--- config.mk ---
export PLATFORM = sky130hd
export DESIGN_NAME = bed3d_cordic
export DESIGN_NICKNAME = d
export VERILOG_FILES = /design/src/rtl/core/bearing_elevation_distance_3d_assert.svh /design/src/rtl/core/bed3d_pkg.sv /design/src/rtl/core/bed3d_cordic.sv
export SDC_FILE = /design/constraint.sdc
export NUM_CORES = 2
export LEC_CHECK = 0
export ABC_CLOCK_PERIOD_IN_PS = 10100
export BUFFER_PORTS_ARGS = -buffer_cell sky130_fd_sc_hd__buf_2
export CAP_MARGIN = 20
export CORE_AREA = 2 2 457 459
export CTS_CLUSTER_SIZE = 30
export DETAILED_ROUTE_END_ITERATION = 10
export DIE_AREA = 0 0 459 461
export GPL_TIMING_DRIVEN = 0
export MAX_ROUTING_LAYER = met4
export PLACE_DENSITY = 0.83
export SETUP_SLACK_MARGIN = 0.02
export SLEW_MARGIN = 20
export SYNTH_ARGS = -nofsm -noshare
export SYNTH_HDL_FRONTEND = slang
export SYNTH_SLANG_ARGS = --single-unit
export TNS_END_PERCENT = 50
--- constraint.sdc ---
create_clock -name clk -period 10.1 [get_ports clk]
set_input_delay 2.02 -clock clk [delete_from_list [all_inputs] [get_ports clk]]
set_output_delay 2.02 -clock clk [all_outputs]
set_load 0.1 [all_outputs]
--- src/rtl/core/bearing_elevation_distance_3d_assert.svh ---
// ----------------------------------------------------------------------------
// Assertion macros for the bearing/elevation/distance block
// Clocked, reset-qualified concurrent checks used by the RTL.
// ----------------------------------------------------------------------------
`ifndef BEARING_ELEVATION_DISTANCE_3D_ASSERT_SVH
`define BEARING_ELEVATION_DISTANCE_3D_ASSERT_SVH

// Check a property at every rising clk edge outside reset.
`define BED3D_ASSERT(name, prop, msg) \
  name: assert property (@(posedge clk) disable iff (rst) prop) else $error(msg);

// Check that a condition implies another one in the next cycle.
`define BED3D_ASSERT_NEXT(name, cond, prop, msg) \
  name: assert property (@(posedge clk) disable iff (rst) (cond) |=> (prop)) else $error(msg);

`endif

--- src/rtl/core/bed3d_pkg.sv ---
// ----------------------------------------------------------------------------
// bed3d_pkg
// Widths, constants and the arctangent table shared by the 3D converter.
// ----------------------------------------------------------------------------
package bed3d_pkg;

  localparam int COORD_WIDTH   = 24;
  localparam int CORDIC_STAGES = 16;

  // Difference, square and sum widths
  localparam int D_W  = COORD_WIDTH + 1;
  localparam int SQ_W = 2 * COORD_WIDTH;
  localparam int H_W  = SQ_W + 1;
  localparam int S_W  = SQ_W + 2;

  // Square root: radicand holds h * 4096 and s * 256
  localparam int RAD_W  = ((H_W + 13) / 2) * 2;
  localparam int ROOT_W = RAD_W / 2;
  localparam int REM_W  = ROOT_W + 1;

  // CORDIC datapath: vector and angle (2^-30 rad) widths
  localparam int CX_W = D_W + 11;
  localparam int CZ_W = 34;
  localparam int PZ_W = CZ_W + 2;

  // Output fields
  localparam int BEAR_W = 16;
  localparam int ELEV_W = 15;
  localparam int DIST_W = 29;

  localparam int IN_TDATA_W  = ((6 * COORD_WIDTH + 7) / 8) * 8;
  localparam int OUT_TDATA_W = ((BEAR_W + ELEV_W + DIST_W + 7) / 8) * 8;

  localparam int BEAR_MAX    = 25736;
  localparam int ELEV_MAX    = 12868;
  localparam int HALF_PI_Q13 = 12868;

  localparam logic signed [PZ_W-1:0] PI_Q30   = PZ_W'(64'sd3373259426);
  localparam int                     Q13_RND  = 65536;
  localparam int                     Q13_SHFT = 17;

  // atan(2^-i) in units of 2^-30 rad
  function automatic logic signed [CZ_W-1:0] atan_q30(input int i);
    logic signed [CZ_W-1:0] v;
    case (i)
      0:       v = CZ_W'(843314857);
      1:       v = CZ_W'(497837829);
      2:       v = CZ_W'(263043837);
      3:       v = CZ_W'(133525159);
      4:       v = CZ_W'(67021687);
      5:       v = CZ_W'(33543516);
      6:       v = CZ_W'(16775851);
      7:       v = CZ_W'(8388437);
      8:       v = CZ_W'(4194283);
      9:       v = CZ_W'(2097149);
      10:      v = CZ_W'(1048576);
      11:      v = CZ_W'(524288);
      12:      v = CZ_W'(262144);
      13:      v = CZ_W'(131072);
      14:      v = CZ_W'(65536);
      15:      v = CZ_W'(32768);
      16:      v = CZ_W'(16384);
      17:      v = CZ_W'(8192);
      18:      v = CZ_W'(4096);
      19:      v = CZ_W'(2048);
      20:      v = CZ_W'(1024);
      21:      v = CZ_W'(512);
      22:      v = CZ_W'(256);
      23:      v = CZ_W'(128);
      default: v = '0;
    endcase
    return v;
  endfunction

endpackage

--- src/rtl/core/bed3d_cordic.sv ---
// ----------------------------------------------------------------------------
// bed3d_cordic
// Pipelined CORDIC vectoring, one micro-rotation per register stage.
// ----------------------------------------------------------------------------
module bed3d_cordic import bed3d_pkg::*; (
  input  logic                   clk,
  input  logic                   ce,
  input  logic signed [CX_W-1:0] x_in,
  input  logic signed [CX_W-1:0] y_in,
  output logic signed [CZ_W-1:0] z_out
);

  logic signed [CX_W-1:0] xr [CORDIC_STAGES];
  logic signed [CX_W-1:0] yr [CORDIC_STAGES];
  logic signed [CZ_W-1:0] zr [CORDIC_STAGES];

  for (genvar g = 0; g < CORDIC_STAGES; g++) begin : g_stage
    logic signed [CX_W-1:0] xi, yi;
    logic signed [CZ_W-1:0] zi;

    if (g == 0) begin : g_first
      assign xi = x_in;
      assign yi = y_in;
      assign zi = '0;
    end else begin : g_next
      assign xi = xr[g-1];
      assign yi = yr[g-1];
      assign zi = zr[g-1];
    end

    // Rotate toward the x axis; direction from the sign of y
    always_ff @(posedge clk) begin
      if (ce) begin
        if (!yi[CX_W-1]) begin
          xr[g] <= xi + (yi >>> g);
          yr[g] <= yi - (xi >>> g);
          zr[g] <= zi + atan_q30(g);
        end else begin
          xr[g] <= xi - (yi >>> g);
          yr[g] <= yi + (xi >>> g);
          zr[g] <= zi - atan_q30(g);
        end
      end
    end
  end

  assign z_out = zr[CORDIC_STAGES-1];

endmodule

=== After elaboration in Yosys (flattened, before gate mapping) ===
Memories as Yosys holds them, arrays and structs flattened.
Index checks and enable logic that the tools add are counted.

* $add $sub $neg: 93
* Mux-type cells: 144
* Bitwise logic cells: 48

{| class="wikitable"
|+ Operators by type and width
! kind !! count
|-
| $mux W36 || 32
|-
| $mux W34 || 16
|-
| $mux W1 || 96
|-
| $add A36 B21 Y36 || 2
|-
| $add A36 B22 Y36 || 2
|-
| $add A36 B23 Y36 || 2
|-
| $add A36 B24 Y36 || 2
|-
| $add A36 B25 Y36 || 2
|-
| $add A36 B26 Y36 || 2
|-
| $add A36 B27 Y36 || 2
|-
| $add A36 B28 Y36 || 2
|-
| $add A36 B29 Y36 || 2
|-
| $add A36 B30 Y36 || 2
|-
| $add A36 B31 Y36 || 2
|-
| $add A36 B32 Y36 || 2
|-
| $add A36 B33 Y36 || 2
|-
| $add A36 B34 Y36 || 2
|-
| $add A36 B35 Y36 || 2
|-
| $sub A36 B21 Y36 || 2
|-
| $sub A36 B22 Y36 || 2
|-
| $sub A36 B23 Y36 || 2
|-
| $sub A36 B24 Y36 || 2
|-
| $sub A36 B25 Y36 || 2
|-
| $sub A36 B26 Y36 || 2
|-
| 40 further kinds || 99
|}

* Bits in registers: 0
* Bits in writable memories: 1696
* Input port bits: 74
* Output and inout port bits: 34
* Memories: 3

{| class="wikitable"
|+ Memories
! name !! words !! bits a word !! read ports !! clocked after Yosys merged registers in !! wr ports !! line !! RTL
|-
| xr || 16 || 36 || 15 || 0 || 16 || bed3d_cordic.sv:13 || <nowiki>logic signed [CX_W-1:0] xr [CORDIC_STAGES];</nowiki>
|-
| yr || 16 || 36 || 15 || 0 || 16 || bed3d_cordic.sv:14 || <nowiki>logic signed [CX_W-1:0] yr [CORDIC_STAGES];</nowiki>
|-
| zr || 16 || 34 || 16 || 0 || 16 || bed3d_cordic.sv:15 || <nowiki>logic signed [CZ_W-1:0] zr [CORDIC_STAGES];</nowiki>
|}

=== Depth between registers and ports, before layout ===
An unclocked memory read counts as a cell.

* Depth in word-level cells: 5
* Gate-level depth with buffers: 23
* Gate-level depth less buffers: 22

=== Worst setup path after synthesis ===
OpenSTA, ideal clock, no wires.

* Path kind: input port to flip-flop
* Start point: input port ce
* End point: memory yr[0][178] in the netlist's numbering, data pin
* Data arrival time: 6.424 ns
* Setup slack: 3.418 ns
* Stages on the path: 17
* Cell sequence: clkbuf_1 nand2_1 clkbuf_1 clkbuf_1 o21ai_0 fa_1 a211oi_1 nor2_1 o41a_1 o21ba_2 a311o_1 a21o_1 a211o_1 a2111oi_2 o21bai_1 a21oi_1 xnor2_1

{| class="wikitable"
|+ RTL lines
! element !! line !! RTL
|-
| start, declared || bed3d_cordic.sv:7 || <nowiki>input logic ce,</nowiki>
|-
| end, declared || bed3d_cordic.sv:14 ||
|}

==> results.txt <==
Layout cells sized above 1 = 4.05%
Post-CTS Setup Bufs = 0
Minimum clock period = 8.22 ns
Highest clock rate = 122 MHz
Max-slew headroom = 23.8%
First-iteration detailed-routing DRC count = 10041
Die Ht = 461 um
Die area = 212000 sq um
Tightest Pin Transition = 1.14 ns
Placement Cell Area = 132000 sq um
Die Wd = 459 um
RR Startpoint = yr[0][251]
Worst setup EP type = register
Vias in the first global route = 96941
Outcome = finished clean
RSZ-0062 raised after global routing = no
Hold endpoint = zr[1][119]
Total gr overflow = 0
Buffers on Ports = 106
Num CTS Buffers = 163
H-tree lvl count = 4
Resized cells post-CTS = 0
Post-Synthesis Cells = 13412
Ys Warns = 0
Io pins = 108
Setup-failing EPs final = 0
Gr usage total = 31.4%
Final Skew = 0.0484 ns
Yosys cell types = 91
CP Launch Type = input port
Area added between synthesis and finish = 7.95%
CP Class = in -> reg
Worst r2r dst = yr[0][284]
HP Class = reg -> reg
Largest net degree at the start of global routing = 62
Hold path depth = 0
Crit path DAT = 8.80 ns
Via Count = 104099
Post-Syn Nets = 14971
DRT Pass-1 Iters = 9
Max_cap viols = 0
Worst setup startpoint = ce
Routed Antenna Nets = 0
Insertion delay to the later sink of the worst-skew pair = 0.84 ns
Nets = 15269
Initial antenna violation count = 4
Synth Area per Inst = 9.51 sq um
Drt drc = 0
Post-route cell area = 138000 sq um
CTS tree = yes
Synth async-reset ratio = 0%
CTS Hold Buffers Added = 0
Drt via density = 6.29
Final worst path period share = 81.4%
Final GP Congestion = 1.01
Final Hold Vio Count = 0
CP max FO = 23
Number of synthesized flops with an enable pin = 1490
Number of synthesized register bits = 1490
Clock root buffer = clkbuf_16
Fin. max-slew vios = 0
Highest-count cells in the layout ignoring fill and taps = 1490 x edfxtp_1, 1441 x ha_1, 1370 x a21oi_1
Commonest non-fill, non-tap cell in the layout = edfxtp_1
Worst R2R Setup Slack = 3.66 ns
HPWL Detailed = 264000 um
Synthesized area = 127000 sq um
Core Footprint = 206000 sq um
Post-synthesis sequential area ratio = 35.1%
Worst R2R Path Depth = 17
Drt total wl = 334000 um
CTS Buffer Depth = 3
Global-route wire length before repair = 521000 um
Reg clk slew, reported paths = 0.06 ns
Critical path required time = 10.68 ns
Clock sink count = 1490
Initial Utilization = 61.8%
Ys flop type = edfxtp_1
Hold path startpoint = zr[1][85]
Wirelength per Cell = 20.2 um
Core Rows = 167
## cells by family after synthesis
logic type | synth area share [%]
compound gates | 20.8
xor+xnor | 13.0
fa+ha+maj | 14.8
buf+inv | 2.51
flops | 35.1
mux | 0.555
other cells | 0.00294
simple gates | 13.2
## worst max-delay path by stage
stage,end,slack [ns],cells past startpoint
2_1_floorplan,yr[0][178],3.42,17
3_3_place_gp,yr[0][284],-1.23,19
3_5_place_dp,yr[0][284],1.34,20
4_1_cts,yr[0][284],2.22,20
5_1_grt,yr[0][284],1.87,20
6_report,yr[0][284],1.88,20
## worst max-delay path, stage by stage
cell,delay [ns]
buf_2,0.28
clkbuf_2,0.44
clkbuf_2,0.42
buf_16,0.21
nand2_1,0.22
inv_2,0.37
buf_2,0.66
nor2_1,0.12
xor2_1,0.19
ha_1,0.33
a21o_1,0.19
a21o_1,0.21
a211oi_1,0.37
o21ai_0,0.38
o311ai_0,0.99
a21oi_1,0.32
o41ai_1,0.55
o21ai_0,0.17
a21oi_1,0.20
xnor2_1,0.09
## registers in the layout (all words and copies together) (netlist names)
name  count
zr      496
xr      490
yr      504
## cell usage after synthesis (207+ instances only)
cell type,number,area (sq um)
xor2_1,693,6070
nor3_1,300,1500
nand2_1,760,2850
nor2_1,996,3740
a21oi_1,1370,6860
nand2b_1,259,1620
clkbuf_1,230,863
a21o_1,638,4790
ha_1,1441,18000
edfxtp_1,1490,44700
inv_1,569,2140
nand3_1,207,1040
xnor2_1,1202,10500
o21ai_0,814,4070
nor2b_1,225,1410
## through the flow
step | cells | utilization [%] | hold slack [ns] | worst slack [ns] | TNS, ns
2_1_floorplan | 13412 | - | 0.400 | 3.42 | 0
3_3_place_gp | 16222 | 63.7 | 0.400 | -1.23 | -39.34
3_5_place_dp | 16249 | 64.0 | 0.405 | 1.34 | 0
4_1_cts | 16544 | 66.7 | 0.417 | 2.22 | 0
5_1_grt | 16552 | 66.7 | 0.421 | 1.87 | 0
6_report | 16558 | 66.7 | 0.416 | 1.88 | 0
## metal layers
metal | vias up | global-route usage [%] | wire, um
met5 | - | - | 0
met4 | 0 | 13.0 | 14700
met3 | 773 | 4.34 | 24300
met2 | 3962 | 51.6 | 159000
met1 | 48934 | 39.2 | 136000
li1 | 50430 | - | -
## final cells by class
class / count / area (sq um)
antenna: 14 / 35.0
buffer: 266 / 1110
clock buffer: 188 / 4170
clock inverter: 107 / 1250
fill: 16267 / 68800
inverter: 582 / 2180
multi-input combinational: 11074 / 79600
sequential: 1490 / 44700
tap: 2704 / 3380
timing repair buffer: 133 / 1210
Power is left out: the tool's default activity adds up to more than one toggle a clock period on the data nets, which glitch-free logic cannot reach.
